--- config.mk ---
export PLATFORM = sky130hd
export DESIGN_NAME = modbus_rtu_request_framer_flat
export DESIGN_NICKNAME = d
export VERILOG_FILES = /design/src/rtl/mrf_pkg.sv /design/src/rtl/mrf_in_if.sv /design/src/rtl/mrf_out_if.sv /design/src/rtl/mrf_fifo.sv /design/src/rtl/mrf_front.sv /design/src/rtl/mrf_back.sv /design/src/rtl/modbus_rtu_request_framer.sv /design/src/flat_wrapper.sv
export VERILOG_INCLUDE_DIRS = /design/src /design/src/rtl
export SDC_FILE = /design/constraint.sdc
export NUM_CORES = 1
export LEC_CHECK = 0
export ABC_AREA = 1
export ABC_CLOCK_PERIOD_IN_PS = 3300
export BUFFER_PORTS_ARGS = -buffer_cell sky130_fd_sc_hd__buf_2
export CAP_MARGIN = 10
export CORE_AREA = 2 2 124 126
export DETAILED_ROUTE_END_ITERATION = 16
export DIE_AREA = 0 0 126 128
export HOLD_SLACK_MARGIN = 0.15
export PLACE_DENSITY_LB_ADDON = 0.08
export SLEW_MARGIN = 20
export SYNTH_ARGS = -nofsm -noshare
export SYNTH_HDL_FRONTEND = slang
export SYNTH_SLANG_ARGS = --single-unit
--- constraint.sdc ---
create_clock -name clk -period 3.3 [get_ports clk]
set_input_delay 0.33 -clock clk [delete_from_list [all_inputs] [get_ports clk]]
set_output_delay 0.33 -clock clk [all_outputs]
set_load 0.005 [all_outputs]
--- src/rtl/assert_macros.svh ---
// Assertion macros shared by the framer RTL.
`ifndef ASSERT_MACROS_SVH
`define ASSERT_MACROS_SVH

// Property must hold at every clock edge outside reset.
`define ASSERT_CLK(lbl, clk, rst_n, prop, msg) \
  lbl: assert property (@(posedge clk) disable iff (!rst_n) (prop)) \
    else $error(msg);

// Condition must never be seen at a clock edge outside reset.
`define ASSERT_NEVER(lbl, clk, rst_n, cond, msg) \
  lbl: assert property (@(posedge clk) disable iff (!rst_n) !(cond)) \
    else $error(msg);

`endif

--- src/rtl/mrf_pkg.sv ---
// Types, constants and CRC step function of the Modbus RTU request framer.
`timescale 1ns / 1ps
package mrf_pkg;

  localparam logic [7:0]  FUNC_READ_HOLDING = 8'h03;
  localparam logic [7:0]  FUNC_WRITE_SINGLE = 8'h06;
  localparam logic [15:0] CRC_INIT          = 16'hFFFF;
  localparam logic [15:0] CRC_POLY          = 16'hA001;
  localparam logic [7:0]  SLAVE_ADDR_RESET  = 8'h01;

  typedef logic [2:0] byte_idx_t;

  // byte positions inside the eight-byte frame
  localparam byte_idx_t IDX_SLAVE   = 3'd0;
  localparam byte_idx_t IDX_FUNC    = 3'd1;
  localparam byte_idx_t IDX_REG_HI  = 3'd2;
  localparam byte_idx_t IDX_REG_LO  = 3'd3;
  localparam byte_idx_t IDX_OPND_HI = 3'd4;
  localparam byte_idx_t IDX_OPND_LO = 3'd5;
  localparam byte_idx_t IDX_CRC_LO  = 3'd6;
  localparam byte_idx_t IDX_CRC_HI  = 3'd7;

  typedef enum logic {
    REQ_READ_HOLDING = 1'b0,
    REQ_WRITE_SINGLE = 1'b1
  } req_type_t;

  // one queued request, already classified
  typedef struct packed {
    logic [7:0]  slave;
    logic [7:0]  func;
    logic [15:0] reg_addr;
    logic [15:0] opnd;
  } mrf_req_t;

  // reflected CRC-16 update over one byte, eight shift steps
  function automatic logic [15:0] crc16_byte(input logic [15:0] crc, input logic [7:0] data);
    logic [15:0] acc;
    acc = crc ^ {8'h00, data};
    for (int b = 0; b < 8; b++) begin
      if (acc[0]) begin
        acc = (acc >> 1) ^ CRC_POLY;
      end else begin
        acc = acc >> 1;
      end
    end
    return acc;
  endfunction

endpackage

--- src/rtl/mrf_in_if.sv ---
// Request channel interface: valid/ready plus request fields.
`timescale 1ns / 1ps
interface mrf_in_if;
  logic        valid;
  logic        ready;
  logic        req_type;
  logic [15:0] start_reg;
  logic [15:0] operand;

  modport source (output valid, output req_type, output start_reg,
                  output operand, input ready);
  modport sink   (input valid, input req_type, input start_reg,
                  input operand, output ready);
endinterface

--- src/rtl/mrf_out_if.sv ---
// Frame byte channel interface: valid/ready plus one byte and last flag.
`timescale 1ns / 1ps
interface mrf_out_if;
  logic       valid;
  logic       ready;
  logic [7:0] frame_byte;
  logic       last_byte;

  modport source (output valid, output frame_byte, output last_byte, input ready);
  modport sink   (input valid, input frame_byte, input last_byte, output ready);
endinterface

--- src/rtl/mrf_fifo.sv ---
// Small register queue of classified requests between front and back.
`timescale 1ns / 1ps
`include "assert_macros.svh"
module mrf_fifo #(
  parameter int DEPTH = 2
) (
  input  logic              clk,
  input  logic              rst_n,
  input  logic              push,
  input  mrf_pkg::mrf_req_t push_data,
  output logic              full,
  input  logic              pop,
  output mrf_pkg::mrf_req_t head,
  output logic              head_valid
);
  import mrf_pkg::*;

  localparam int PtrW = (DEPTH > 1) ? $clog2(DEPTH) : 1;
  localparam int CntW = $clog2(DEPTH + 1);

  mrf_req_t          mem_r [DEPTH];
  logic [PtrW-1:0]   wr_ptr_r, wr_ptr_nxt;
  logic [PtrW-1:0]   rd_ptr_r, rd_ptr_nxt;
  logic [CntW-1:0]   count_r, count_nxt;
  logic              do_push, do_pop;

  assign full       = (count_r == CntW'(DEPTH));
  assign head_valid = (count_r != '0);
  assign head       = mem_r[rd_ptr_r];
  assign do_push    = push && !full;
  assign do_pop     = pop && head_valid;

  always_comb begin
    wr_ptr_nxt = wr_ptr_r;
    rd_ptr_nxt = rd_ptr_r;
    count_nxt  = count_r;
    if (do_push) begin
      wr_ptr_nxt = (wr_ptr_r == PtrW'(DEPTH - 1)) ? '0 : PtrW'(wr_ptr_r + 1'b1);
    end
    if (do_pop) begin
      rd_ptr_nxt = (rd_ptr_r == PtrW'(DEPTH - 1)) ? '0 : PtrW'(rd_ptr_r + 1'b1);
    end
    if (do_push && !do_pop) begin
      count_nxt = CntW'(count_r + 1'b1);
    end else if (do_pop && !do_push) begin
      count_nxt = CntW'(count_r - 1'b1);
    end
  end

  always_ff @(posedge clk) begin
    if (!rst_n) begin
      wr_ptr_r <= '0;
      rd_ptr_r <= '0;
      count_r  <= '0;
    end else begin
      wr_ptr_r <= wr_ptr_nxt;
      rd_ptr_r <= rd_ptr_nxt;
      count_r  <= count_nxt;
    end
  end

  always_ff @(posedge clk) begin
    if (do_push) begin
      mem_r[wr_ptr_r] <= push_data;
    end
  end

  `ASSERT_CLK(a_fifo_count_bound, clk, rst_n, count_r <= CntW'(DEPTH), "queue count over depth")
  `ASSERT_NEVER(a_fifo_pop_empty, clk, rst_n, pop && !head_valid, "pop from empty queue")

endmodule

--- src/rtl/mrf_front.sv ---
// Front end: holds the slave address, accepts requests and classifies them.
`timescale 1ns / 1ps
module mrf_front (
  input  logic              clk,
  input  logic              rst_n,
  mrf_in_if.sink            in_ch,
  input  logic              cfg_we,
  input  logic [7:0]        cfg_wdata,
  output logic              q_push,
  output mrf_pkg::mrf_req_t q_data,
  input  logic              q_full
);
  import mrf_pkg::*;

  logic [7:0] slave_addr_r, slave_addr_nxt;
  logic [7:0] func;

  assign slave_addr_nxt = cfg_we ? cfg_wdata : slave_addr_r;

  always_ff @(posedge clk) begin
    if (!rst_n) begin
      slave_addr_r <= SLAVE_ADDR_RESET;
    end else begin
      slave_addr_r <= slave_addr_nxt;
    end
  end

  always_comb begin
    case (req_type_t'(in_ch.req_type))
      REQ_READ_HOLDING: func = FUNC_READ_HOLDING;
      REQ_WRITE_SINGLE: func = FUNC_WRITE_SINGLE;
      default:          func = FUNC_READ_HOLDING;
    endcase
  end

  assign in_ch.ready     = !q_full;
  assign q_push          = in_ch.valid && !q_full;
  assign q_data.slave    = slave_addr_r;
  assign q_data.func     = func;
  assign q_data.reg_addr = in_ch.start_reg;
  assign q_data.opnd     = in_ch.operand;

endmodule

--- src/rtl/mrf_back.sv ---
// Back end: serializes one queued request into eight bytes with running CRC.
`timescale 1ns / 1ps
`include "assert_macros.svh"
module mrf_back (
  input  logic              clk,
  input  logic              rst_n,
  input  mrf_pkg::mrf_req_t head,
  input  logic              head_valid,
  output logic              pop,
  mrf_out_if.source         out_ch
);
  import mrf_pkg::*;

  byte_idx_t   idx_r, idx_nxt;
  logic [15:0] crc_r, crc_nxt;
  logic        out_valid_r, out_valid_nxt;
  logic [7:0]  byte_r, byte_nxt;
  logic        last_r, last_nxt;
  logic [7:0]  sel_byte;
  logic        load;

  always_comb begin
    case (idx_r)
      IDX_SLAVE:   sel_byte = head.slave;
      IDX_FUNC:    sel_byte = head.func;
      IDX_REG_HI:  sel_byte = head.reg_addr[15:8];
      IDX_REG_LO:  sel_byte = head.reg_addr[7:0];
      IDX_OPND_HI: sel_byte = head.opnd[15:8];
      IDX_OPND_LO: sel_byte = head.opnd[7:0];
      IDX_CRC_LO:  sel_byte = crc_r[7:0];
      IDX_CRC_HI:  sel_byte = crc_r[15:8];
      default:     sel_byte = '0;
    endcase
  end

  // output register is free or drains this cycle
  assign load = head_valid && (!out_valid_r || out_ch.ready);
  assign pop  = load && (idx_r == IDX_CRC_HI);

  always_comb begin
    idx_nxt       = idx_r;
    crc_nxt       = crc_r;
    out_valid_nxt = out_valid_r && !out_ch.ready;
    byte_nxt      = byte_r;
    last_nxt      = last_r;
    if (load) begin
      out_valid_nxt = 1'b1;
      byte_nxt      = sel_byte;
      last_nxt      = (idx_r == IDX_CRC_HI);
      idx_nxt       = byte_idx_t'(idx_r + 1'b1);
      if (idx_r == IDX_CRC_HI) begin
        crc_nxt = CRC_INIT;
      end else if (idx_r != IDX_CRC_LO) begin
        crc_nxt = crc16_byte(crc_r, sel_byte);
      end
    end
  end

  always_ff @(posedge clk) begin
    if (!rst_n) begin
      idx_r       <= IDX_SLAVE;
      crc_r       <= CRC_INIT;
      out_valid_r <= 1'b0;
      last_r      <= 1'b0;
    end else begin
      idx_r       <= idx_nxt;
      crc_r       <= crc_nxt;
      out_valid_r <= out_valid_nxt;
      last_r      <= last_nxt;
    end
  end

  always_ff @(posedge clk) begin
    byte_r <= byte_nxt;
  end

  assign out_ch.valid      = out_valid_r;
  assign out_ch.frame_byte = byte_r;
  assign out_ch.last_byte  = last_r;

  `ASSERT_CLK(a_back_head_mid_frame, clk, rst_n, (idx_r != IDX_SLAVE) |-> head_valid, "request left queue mid frame")
  `ASSERT_CLK(a_back_last_wraps, clk, rst_n, (out_valid_r && last_r) |-> (idx_r == IDX_SLAVE), "last byte shown but byte index not wrapped")

endmodule

--- src/rtl/modbus_rtu_request_framer.sv ---
// Top level of the Modbus RTU master request framer.
`timescale 1ns / 1ps
// Usage:
//   in_ch   request beats: req_type (0 read holding regs, 1 write single reg),
//           start_reg and operand. Accepted when valid && ready.
//   out_ch  frame beats, one byte each: slave address, function code,
//           register address hi/lo, operand hi/lo, CRC-16/Modbus lo/hi.
//           last_byte marks the eighth beat.
//   cfg_*   cfg_we writes cfg_wdata into the slave address (reset value 1).
//           The address is sampled when a request is accepted.
// Path: the first byte of a frame reaches out_ch from an accepted request
//   beat through the queue write, then the output register.
// Throughput: one byte per cycle while out_ch.ready is high; the output
//   register serializer sets this. The CRC runs one byte per cycle alongside
//   the serializer, so frames follow each other with no gap.
// Stalls: the output register holds while out_ch.ready is low; the request
//   queue (QUEUE_DEPTH entries) keeps accepting until it fills.
// Reset: synchronous, active low; empties the queue and the output register.
module modbus_rtu_request_framer #(
  parameter int QUEUE_DEPTH = 2
) (
  input  logic       clk,
  input  logic       rst_n,
  mrf_in_if.sink     in_ch,
  mrf_out_if.source  out_ch,
  input  logic       cfg_we,
  input  logic [7:0] cfg_wdata
);
  import mrf_pkg::*;

  mrf_req_t q_data;
  mrf_req_t q_head;
  logic     q_push;
  logic     q_full;
  logic     q_pop;
  logic     q_head_valid;

  // front: slave address register, classification into function codes
  mrf_front u_front (
    .clk       (clk),
    .rst_n     (rst_n),
    .in_ch     (in_ch),
    .cfg_we    (cfg_we),
    .cfg_wdata (cfg_wdata),
    .q_push    (q_push),
    .q_data    (q_data),
    .q_full    (q_full)
  );

  // decoupling queue
  mrf_fifo #(
    .DEPTH (QUEUE_DEPTH)
  ) u_fifo (
    .clk        (clk),
    .rst_n      (rst_n),
    .push       (q_push),
    .push_data  (q_data),
    .full       (q_full),
    .pop        (q_pop),
    .head       (q_head),
    .head_valid (q_head_valid)
  );

  // back: byte serializer with running CRC
  mrf_back u_back (
    .clk        (clk),
    .rst_n      (rst_n),
    .head       (q_head),
    .head_valid (q_head_valid),
    .pop        (q_pop),
    .out_ch     (out_ch)
  );

endmodule
--- src/flat_wrapper.sv ---
// flat-port wrapper written by rule: the top's interface ports become plain ports
module modbus_rtu_request_framer_flat import mrf_pkg::*;
#(
  parameter int QUEUE_DEPTH = 2
)
  (clk, rst_n, cfg_we, cfg_wdata, in_ch_valid, in_ch_req_type, in_ch_start_reg, in_ch_operand, in_ch_ready, out_ch_valid, out_ch_frame_byte, out_ch_last_byte, out_ch_ready);
  mrf_in_if in_ch_i ();
  mrf_out_if out_ch_i ();
  input  logic clk;
  input  logic rst_n;
  input  logic cfg_we;
  input  logic [7:0] cfg_wdata;
  input wire logic [$bits(in_ch_i.valid)-1:0] in_ch_valid;
  input wire logic [$bits(in_ch_i.req_type)-1:0] in_ch_req_type;
  input wire logic [$bits(in_ch_i.start_reg)-1:0] in_ch_start_reg;
  input wire logic [$bits(in_ch_i.operand)-1:0] in_ch_operand;
  output wire logic [$bits(in_ch_i.ready)-1:0] in_ch_ready;
  output wire logic [$bits(out_ch_i.valid)-1:0] out_ch_valid;
  output wire logic [$bits(out_ch_i.frame_byte)-1:0] out_ch_frame_byte;
  output wire logic [$bits(out_ch_i.last_byte)-1:0] out_ch_last_byte;
  input wire logic [$bits(out_ch_i.ready)-1:0] out_ch_ready;
  assign in_ch_i.valid = in_ch_valid;
  assign in_ch_i.req_type = in_ch_req_type;
  assign in_ch_i.start_reg = in_ch_start_reg;
  assign in_ch_i.operand = in_ch_operand;
  assign in_ch_ready = in_ch_i.ready;
  assign out_ch_valid = out_ch_i.valid;
  assign out_ch_frame_byte = out_ch_i.frame_byte;
  assign out_ch_last_byte = out_ch_i.last_byte;
  assign out_ch_i.ready = out_ch_ready;
  modbus_rtu_request_framer #(.QUEUE_DEPTH(QUEUE_DEPTH)) u_core (.clk(clk), .rst_n(rst_n), .in_ch(in_ch_i), .out_ch(out_ch_i), .cfg_we(cfg_we), .cfg_wdata(cfg_wdata));
endmodule
==> metrics, run 1 <==
endpoint required time on the critical path 3590 ps; sequential share of power 0.384; Critical Path AT 3080 ps; Row Count 45; nets@finish between 700 and 800; number of remaining DRC errors 0; post-route fraction of the period consumed by the critical path 0.847; Max Root-Sink Buffers 2; first-pass detailed-route iteration total 4; unrepaired setup endpoints after global routing false; final setup violating endpoints 0; number of diodes 0; wire length of the first global-routing pass roughly 21,000 um; Yosys cell types 33; overall power between 5000 and 6000 uW; number of antenna violations at the first check in global routing 0; peak supply drop 0.408 mV; TritonCTS sink count around 130; post-CTS resize count 0; fraction of layout instances using a drive strength above 1 0.202; # IOs between 50 and 60; switching power 1850 uW; share of Yosys cell area claimed by the top area cell type 0.474; logic depth of the worst register-to-register path 20; worst flop-to-flop path endpoint u_core.u_back.crc_r[15]; number of buffers added by the clock tree synthesis step 17; overall die height 128 um; Seq/Total Area, Yosys 0.590; hold path startpoint cfg_wdata[7]; number of buffers inserted by port buffering 56; Endpoint, Worst Hold u_core.u_front.slave_addr_r[7]; total power density per cell area 751 mW/mm^2; number of vias in the routed layout ~4,300; proportion of power drawn by the clock network 0.308; Period minus WS final 2800 ps; highest net fanout along the worst path 13; cell type with the largest total area after synthesis edfxtp_1; top area cells in the synthesized netlist edfxtp_1 47%, dfxtp_1 12%, nand2_1 10%, inv_1 4.3%, nand3_1 3.5%; Warnings, synthesis 0; Layout Area Growth over Synthesis 22.9%; top library cells by usage in the layout, fill and taps aside 161 x nand2_1, 92 x edfxtp_1, 67 x inv_1; via count of the first global-routing pass 4,111; CP Capture Type flop; First DRT Iteration DRCs 237; switching share of power 0.344; netlist area before placement 0.00583 mm^2; Clock Latency Late Sink 410 ps; die area 0.0161 mm^2; CTS clk-pin slew, worst paths 50 ps; cell internal pwr 3530 uW; startpoint class of the critical path flop; Post-Syn Nets 658; overall track demand over capacity in global routing 0.175; chip width 126 um; static leakage 0.00315 uW; number of H-tree levels 4; Min-Delay Path Class in2reg; remaining antenna violation count 0; number of cells traversed by the worst hold path 3; cell at the root of the clock tree clkbuf_16; hold-fix buffers at CTS 40; total count of hold-check failures in the final report 0; status finished clean; most common cell after layout, fill and taps aside nand2_1; effective utilization at floorplan 0.392; Worst slew margin 0.578; Layout Skew 7.26 ps; reg2reg setup slack about 500 ps; Mean Syn Cell Area 9.64 um^2; buffers inserted by post-CTS timing repair 0; count of pins over their slew limit 0; total negative slack for setup checks 0 ps; worst slew pin tran 633 ps; total of max-cap violations 0; final global-route overflow total 0; Worst Setup Path Type reg2reg; last weighted congestion value of the routability-driven placer 0.838; Final Instance Area 0.00717 mm^2; Fmax achieved between 300 and 400 MHz; final routed wirelength across all metal layers between 10,000 and 15,000 um; standard cell core area 0.0149 mm^2; area of placed instances 0.00625 mm^2; via density per instance 4.73; Detail Placement HPWL 9090 um; post-synthesis register bit count 126; launching point of the worst reg2reg path u_core.u_back.idx_r[2]; routed length per placed instance between 10 and 15 um; TritonCTS clock tree done; Post-Syn Instances 605; combinational share of power 0.308; pin count of the biggest net entering global routing 44
[layout make-up]
class,count,area (um^2)
Sequential cell,126,3440
Clock inverter,10,72.6
Multi-Input combinational cell,389,1960
Inverter,74,285
Fill cell,1430,7690
Tap cell,188,235
Clock buffer,22,444
Timing Repair Buffer,102,726
[state kept, by name, indices dropped and copies added, names as in the netlist, 2 cells and up, named ones only]
signal	count
u_core.u_fifo.count_r	2
u_core.u_back.crc_r	16
u_core.u_back.out_ch.frame_byte	8
u_core.u_fifo.mem_r	84
u_core.u_front.slave_addr_r	8
u_core.u_back.idx_r	3
[worst max-delay path, cell delays in order (launching register included)]
cell	delay, ps
dfxtp_1	570
inv_1	80
ha_1	350
nor2_4	160
nand3_2	130
inv_4	250
nor2_1	80
nand2_1	130
nand2_2	80
nand2_1	70
nand2_2	60
nand2_1	80
nand2_2	70
nand2_2	80
nand2_4	60
inv_2	60
nand2_4	50
nand2_2	60
nand2_1	70
nand3_1	80
o211ai_1	80
[stage by stage]
| stage | worst slack (ps) | std cells | util | hold slack (ps) |
|---|---|---|---|---|
| 2_1_floorplan | 472 | 605 | - | 420 |
| 3_3_place_gp | 603 | 839 | 0.421 | 433 |
| 3_5_place_dp | 504 | 839 | 0.421 | 440 |
| 4_1_cts | 494 | 911 | 0.482 | 152 |
| 5_1_grt | 154 | 911 | 0.482 | 169 |
| 6_report | 503 | 911 | 0.482 | 165 |
[cells by family after synthesis]
group,Yosys count,share of synthesized area
xor gates and xnor gates,3,0.00451
adders and majority gates,7,0.0150
DFF,126,0.590
and+or+nand+nor,304,0.245
AOI/OAI and AO/OA,75,0.0693
buffers and inverters,90,0.0757
[worst max path at each step]
stage | startpoint | to | slack, ps | cells after the start
after floorplan | u_core.u_fifo.count_r[0] | u_core.u_fifo.mem_r[1][0] | 470 | 4
after global placement | u_core.u_back.idx_r[2] | u_core.u_back.crc_r[0] | 600 | 20
after detailed placement | u_core.u_back.idx_r[2] | u_core.u_back.crc_r[15] | 500 | 20
after CTS | u_core.u_back.idx_r[2] | u_core.u_back.crc_r[15] | 490 | 20
after global routing | u_core.u_back.idx_r[2] | u_core.u_back.crc_r[15] | 150 | 20
final | u_core.u_back.idx_r[2] | u_core.u_back.crc_r[15] | 500 | 20
[Yosys cell counts, drive strengths merged]
cell	instances
a31oi	1
inv	74
o21ai	41
o22ai	2
xor2	3
or2	1
nor2	57
dfxtp	34
o21a	4
nand3	48
ha	7
a21oi	23
nand3b	1
o211ai	3
edfxtp	92
clkbuf	2
buf	14
nand2	197
o2111ai	1
[power groups by stage]
stage	sequential (uW)	clock [uW]	combinational, uW
after floorplan	2060	0	1270
after global placement	2100	0	1590
after detailed placement	2100	0	1620
after CTS	2070	1700	1660
after global routing	2090	1760	1870
final	2070	1660	1660
[routing by layer]
metal  wire length [um]  GRT usage  vias to the layer above
li1                   -          -                     2196
met3                560     0.0330                       21
met1               6240      0.231                     2006
met5                  0          0                        -
met4                275     0.0808                        0
met2               6230      0.280                       87
No activity file was read; power rests on OpenSTA's default activity.
==> run 2, diff against run 1 <==
--- a/config.mk
+++ b/config.mk
@@ -7,7 +7,7 @@
 export NUM_CORES = 1
 export LEC_CHECK = 0
 export ABC_AREA = 1
-export ABC_CLOCK_PERIOD_IN_PS = 3300
+export ABC_CLOCK_PERIOD_IN_PS = 2500
 export BUFFER_PORTS_ARGS = -buffer_cell sky130_fd_sc_hd__buf_2
 export CAP_MARGIN = 10
 export CORE_AREA = 2 2 124 126
==> constraint.sdc (replaced) <==
create_clock -name clk -period 2.5 [get_ports clk]
set_input_delay 0.25 -clock clk [delete_from_list [all_inputs] [get_ports clk]]
set_output_delay 0.25 -clock clk [all_outputs]
set_load 0.005 [all_outputs]
==> run 2 against run 1 <==
  * Utilization up 4.4 points
  * Setup slack worse by 420 ps
  * Non-clock buffer count is 30 higher
  * Final area rose by 9.1%
  * Sequential share of layout area shrank 3.9 points
  * Wire length is 1.5% higher
  * Global-route usage about the same
  * Power up 56%
  * Sequential power up 32%
  * Clock skew is 0.96 ps lower
  * Clock power rose by 74%
  * Largest cell class unchanged
==> metrics, run 2 (same netlist as run 1, synthesis figures left out) <==
logic depth of the worst register-to-register path 21 (+5.0%); total count of hold-check failures in the final report 0 (unchanged); Layout Skew 6.30 ps (-0.959 ps); wire length of the first global-routing pass 21,500 um (+0.32%); TritonCTS clock tree done; final global-route overflow total 0 (unchanged); top library cells by usage in the layout, fill and taps aside 142 x nand2_1, 92 x edfxtp_1, 64 x inv_1; nets@finish 793 (+3.9%); number of buffers inserted by port buffering 56 (unchanged); number of remaining DRC errors 0 (unchanged); total power density per cell area 1070 mW/mm^2 (+43%); number of H-tree levels 4 (unchanged); hold path startpoint rst_n; Worst Setup Path Type reg2reg; largest registers u_core.u_fifo.mem_r x84, u_core.u_back.crc_r x16; static leakage 0.00341 uW (+8.1%); Largest register FFs 84 (unchanged); Layout Area Growth over Synthesis 34.0%; First DRT Iteration DRCs 267 (+13%); Row Count 45 (unchanged); total of max-cap violations 0 (unchanged); Period minus WS final 2410 ps (-384 ps); number of diodes 0 (unchanged); unrepaired setup endpoints after global routing true; CTS clk-pin slew, worst paths 60 ps (about the same); total negative slack for setup checks 0 ps (unchanged); pin count of the biggest net entering global routing 44 (unchanged); count of pins over their slew limit 0 (unchanged); Worst slew margin 0.587 (+0.00919); last weighted congestion value of the routability-driven placer 0.840 (+0.16%); Storage cell area 0.00345 mm^2 (+0.25%); status finished clean; die area 0.0161 mm^2 (unchanged); number of vias in the routed layout 4,396 (+2.0%); startpoint class of the critical path flop; cell at the root of the clock tree clkbuf_16; # IOs 57 (unchanged); overall power 8380 uW (+56%); Endpoint, Worst Hold u_core.u_front.slave_addr_r[0]; final setup violating endpoints 0 (unchanged); post-route fraction of the period consumed by the critical path 0.965 (+0.118); Detail Placement HPWL 9060 um (-0.29%); via count of the first global-routing pass 4,365 (+6.2%); register with the most flip-flops u_core.u_fifo.mem_r; Clock Latency Late Sink 420 ps (about the same); most common cell after layout, fill and taps aside nand2_1; overall track demand over capacity in global routing 0.175 (+0.000483); TritonCTS sink count 126 (unchanged); filler cell count in the final layout 1,381 (-3.4%); number of cells traversed by the worst hold path 2 (-1); launching point of the worst reg2reg path u_core.u_back.idx_r[0]; Worst Slack Setup Final 87.1 ps (-416 ps); peak supply drop 0.515 mV (+26%); first-pass detailed-route iteration total 5 (+1); CP startpoint u_core.u_back.idx_r[0]; via density per instance 4.67 (-1.3%); CP Capture Type flop; routed length per placed instance 14.3 um (-1.8%); Max Root-Sink Buffers 2 (unchanged); number of antenna violations at the first check in global routing 0 (unchanged); final routed wirelength across all metal layers 13,500 um (+1.5%); Min-Delay Path Class in2reg; reg2reg setup slack 90 ps (-420 ps); overall die height 128 um (unchanged); remaining antenna violation count 0 (unchanged); setup slack after placement -47.5 ps (-552 ps); Critical Path AT 2720 ps (-360 ps); number of buffers added by the clock tree synthesis step 17 (unchanged); multi-input logic area 0.00216 mm^2 (+9.9%); worst flop-to-flop path endpoint u_core.u_back.crc_r[0]; chip width 126 um (unchanged); Fmax achieved 414 MHz (+16%); worst slew pin tran 620 ps (-13.8 ps); highest net fanout along the worst path 9 (-4); effective utilization at floorplan 0.392 (unchanged); fraction of layout instances using a drive strength above 1 0.300 (+0.0982); standard cell core area 0.0149 mm^2 (unchanged); endpoint required time on the critical path 2810 ps (-780 ps)
## run 2: changes by cell type in the layout (fill, tap and decap cells not counted), moves of 4 or more
| cell | before | now |
|---|---|---|
| buf_4 | 6 | 30 |
| nand2_1 | 161 | 142 |
| nand2_2 | 32 | 48 |
| bufinv_16 | 1 | 7 |
| nand3_1 | 41 | 35 |
| nand3_2 | 1 | 7 |
| ha_1 | 7 | 2 |
| ha_4 | 0 | 5 |
| nor2_1 | 48 | 43 |
| clkbuf_1 | 5 | 1 |
| clkinv_1 | 4 | 0 |
| clkinv_4 | 0 | 4 |
| nor2_2 | 4 | 8 |
## run 2: how the worst max path moves through the flow
stage	end	slack, ps	cells after the start
after global routing	u_core.u_back.crc_r[0]	-80	22
after global placement	u_core.u_back.crc_r[0]	30	21
final	u_core.u_back.crc_r[0]	90	21
after floorplan	u_core.u_back.crc_r[0]	190	22
after detailed placement	u_core.u_back.crc_r[15]	-50	21
after CTS	u_core.u_back.crc_r[0]	5	22
## run 2: final cells by class
cell class / count / area share
clock inverter: 14 / 0.0339
inverter: 74 / 0.0373
timing repair buffer: 132 / 0.126
sequential: 126 / 0.442
multi-input combinational: 389 / 0.276
clock buffer: 18 / 0.0549
tap: 188 / 0.0301
## run 2: metal layers
metal / vias to the layer above / track usage / part of all wire
li1: 2252 / - / -
met1: 2059 / 0.224 / 0.47
met2: 66 / 0.290 / 0.49
met3: 19 / 0.0442 / 0.029
met4: 0 / 0.0601 / 0.017
met5: - / 0 / 0
## run 2: stage by stage
step | util | instances | hold slack [ps] | instance area (um^2)
2_1_floorplan | - | 605 | 349 | 5840
3_3_place_gp | 0.430 | 856 | 432 | 6390
3_5_place_dp | 0.430 | 856 | 440 | 6390
4_1_cts | 0.509 | 934 | 180 | 7560
5_1_grt | 0.526 | 941 | 209 | 7820
6_report | 0.526 | 941 | 199 | 7820
## run 2: what timing repair did
action / CTS / global route
gates resized for setup: 9 / 49
hold buffers: 43 / 0
setup buffers: 3 / 7
hold endpoints to repair: 77 / 0
endpoints found under the setup margin: 2 / 5
pin swaps: 2 / 24
## run 2: report_power, final
group | total (uW) | switching, uW | internal, uW | leakage (uW)
Clock | 2890 | 921 | 1970 | 0.000330
Sequential | 2730 | 162 | 2570 | 0.00115
Combinational | 2760 | 1660 | 1100 | 0.00193
Total | 8380 | 2740 | 5640 | 0.00341
## run 2: critical path: stages (launching register included)
cell     delay (ps)
dfxtp_4         370
ha_4            180
ha_4            170
nor2_2          120
nand3_2         100
inv_4           100
buf_12          150
nand3_4         100
nand2_2         120
nand2_2          50
nand2_2         100
nand2_1          80
nand2_2          80
nand2_2          70
nand2_4          60
inv_2            40
nand2_4          80
nand2_4          60
nand2_4          60
nand3_2          60
nand3_2          80
nand2_1          50
==> run 3, diff against run 2 <==
--- a/config.mk
+++ b/config.mk
@@ -10,11 +10,12 @@
 export ABC_CLOCK_PERIOD_IN_PS = 2500
 export BUFFER_PORTS_ARGS = -buffer_cell sky130_fd_sc_hd__buf_2
 export CAP_MARGIN = 10
-export CORE_AREA = 2 2 124 126
+export CORE_AREA = 2 2 143 110
 export DETAILED_ROUTE_END_ITERATION = 16
-export DIE_AREA = 0 0 126 128
+export DIE_AREA = 0 0 145 112
 export HOLD_SLACK_MARGIN = 0.15
 export PLACE_DENSITY_LB_ADDON = 0.08
+export RECOVER_POWER = 50
 export SLEW_MARGIN = 20
 export SYNTH_ARGS = -nofsm -noshare
 export SYNTH_HDL_FRONTEND = slang
==> run 3 against run 2 <==
  * Final area shrank 1.6%
  * Setup slack gained 14 ps
  * Utilization shrank 0.88 points
  * Global-route usage grew 0.062 points
  * Register-to-register slack is essentially flat
  * Non-clock buffer count grew 1
  * Fmax grew 0.57%
  * Critical endpoint unchanged
==> metrics, run 3 (same netlist as run 1, synthesis figures left out) <==
effective utilization at floorplan 0.392 (-0.000495); total power density per cell area 1010 mW/mm^2 (-5.6%); non-filler cells, final 959 (+1.9%); cell seen most often among critical-path stages nand2_2; chip width 145 um (+15%); Critical Path AT 2700 ps (-20 ps); post-route fraction of the period consumed by the critical path 0.960 (-0.00552); slowest CP cell dfxtp_4; Highest Signal Layer met4; Worst path max stage delay 380 ps (about the same); number of buffers inserted by port buffering 56 (unchanged); cell at the root of the clock tree clkbuf_16; largest registers u_core.u_fifo.mem_r x84, u_core.u_back.crc_r x16; endpoint required time on the critical path 2800 ps (about the same); Clock Latency Late Sink 420 ps (about the same); remaining antenna violation count 0 (unchanged); unrepaired setup endpoints after global routing true; total of max-cap violations 0 (unchanged); core occupancy in the finished layout 0.517 (-0.00882); number of antenna violations at the first check in global routing 0 (unchanged); wire length of the first global-routing pass 21,700 um (+0.93%); Worst slew margin 0.687 (+0.100); final setup violating endpoints 0 (unchanged); status finished clean; routed length per placed instance 14.3 um (-0.63%); cells along the critical path inv_4 -> ha_2 -> nand2_4 -> clkinvlp_4 -> buf_6 -> nand2_2 -> nand2_1 -> nor2_2 -> nand2_2 -> nand2_2 -> nand2_1 -> nand2_2 -> nand2_2 -> nand2_2 -> nand2_1 -> nand2_2 -> inv_2 -> nand2_4 -> nand2_4 -> nand2_2 -> nand3_2 -> nand3_1 -> nand2_1; pin count of the biggest net entering global routing 44 (unchanged); CP Capture Type flop; Period minus WS final 2400 ps (-13.8 ps); fraction of layout instances using a drive strength above 1 0.240 (-0.0601); via count of the first global-routing pass 4,192 (-4.0%); TritonCTS sink count 126 (unchanged); nets@finish 794 (+0.13%); final routed wirelength across all metal layers 13,700 um (+1.3%); post-placement cell count 876 (+2.3%); Worst Setup Path Type reg2reg; Min-Delay Path Class in2reg; M1 wire length 6880 um (+9.4%); First DRT Iteration DRCs 342 (+28%); overall track demand over capacity in global routing 0.176 (+0.000624); Buf+Inv Stages, Crit Path 4 (+1); last weighted congestion value of the routability-driven placer 0.882 (+5.0%); CTS clk-pin slew, worst paths 50 ps (about the same); startpoint class of the critical path flop; final global-route overflow total 0 (unchanged); total negative slack for setup checks 0 ps (unchanged); Layout Skew 4.76 ps (-1.54 ps); first-pass detailed-route iteration total 4 (-1); static leakage 0.00328 uW (-3.7%); overall die height 112 um (-13%); worst slew pin tran 469 ps (-151 ps); top library cells by usage in the layout, fill and taps aside 150 x nand2_1, 92 x edfxtp_1, 64 x inv_1; Max Root-Sink Buffers 2 (unchanged); die area 0.0162 mm^2 (+0.69%); kind of cell with the highest combined delay on the critical path simple AND/OR/NAND/NOR gates; number of H-tree levels 4 (unchanged); TritonCTS clock tree done; Row Count 39 (-13%); number of remaining DRC errors 0 (unchanged); number of vias in the routed layout 4,454 (+1.3%); setup slack after placement -65.7 ps (-18.2 ps); Worst Slack Setup Final 101 ps (+13.8 ps); most common cell after layout, fill and taps aside nand2_1; standard cell core area 0.0149 mm^2 (+0.13%); number of buffers added by the clock tree synthesis step 17 (unchanged); routed length on met3 520 um (+35%); # IOs 57 (unchanged); via density per instance 4.64 (-0.58%); Fmax achieved 417 MHz (+0.57%); met2 wirelength from detailed routing 6010 um (-8.7%); peak supply drop 0.560 mV (+8.8%); highest net fanout along the worst path 5 (-4); Largest register FFs 84 (unchanged); Layout Area Growth over Synthesis 32.0%; register with the most flip-flops u_core.u_fifo.mem_r; count of pins over their slew limit 0 (unchanged); number of diodes 0 (unchanged); total count of hold-check failures in the final report 0 (unchanged); Detail Placement HPWL 9380 um (+3.5%)
run 3: layer usage:
metal  vias up  track usage
met5         -            0
met4         0       0.0759
li1       2255            -
met3        22       0.0414
met1      2091        0.247
met2        86        0.261
run 3: cell type report:
class                           instances  area (um^2)
Fill cell                            1395         7190
Sequential cell                       126         3450
Multi-Input combinational cell        389         2130
Inverter                               74          292
Clock buffer                           28          549
Clock inverter                          4         25.0
Tap cell                              205          256
Timing Repair Buffer                  133          995
run 3: path summary, 6_finish.rpt:
kind | from | endpoint | slack (ps) | cells after the start
worst min-delay path | rst_n | u_core.u_front.slave_addr_r[0] | 190 | 2
worst max-delay path | u_core.u_back.idx_r[0] | u_core.u_back.crc_r[0] | 100 | 23
worst max register to register | u_core.u_back.idx_r[0] | u_core.u_back.crc_r[0] | 100 | 23
worst min register to register | u_core.u_front.slave_addr_r[6] | u_core.u_fifo.mem_r[1][46] | 450 | 0
run 3: stage by stage:
| stage | total power, uW | hold WS, ps | cell area (um^2) |
|---|---|---|---|
| after detailed placement | 5120 | 437 | 6470 |
| after CTS | 7530 | 178 | 7480 |
| after floorplan | 4390 | 349 | 5840 |
| after global placement | 5090 | 430 | 6470 |
| final | 7790 | 190 | 7700 |
| after global routing | 8280 | 207 | 7700 |
run 3: power by group:
part | total, uW | internal [uW] | switching (uW)
sequential | 2740 | 2570 | 166
clock | 2330 | 1490 | 841
combinational | 2720 | 1080 | 1650
run 3: what timing repair did:
| item | CTS | global route |
|---|---|---|
| pin swaps | 0 | 17 |
| endpoints found under the setup margin | 2 | 5 |
| setup buffers | 0 | 8 |
| hold buffers | 43 | 0 |
| endpoints found under the hold margin | 77 | 0 |
| gates resized for setup | 2 | 47 |
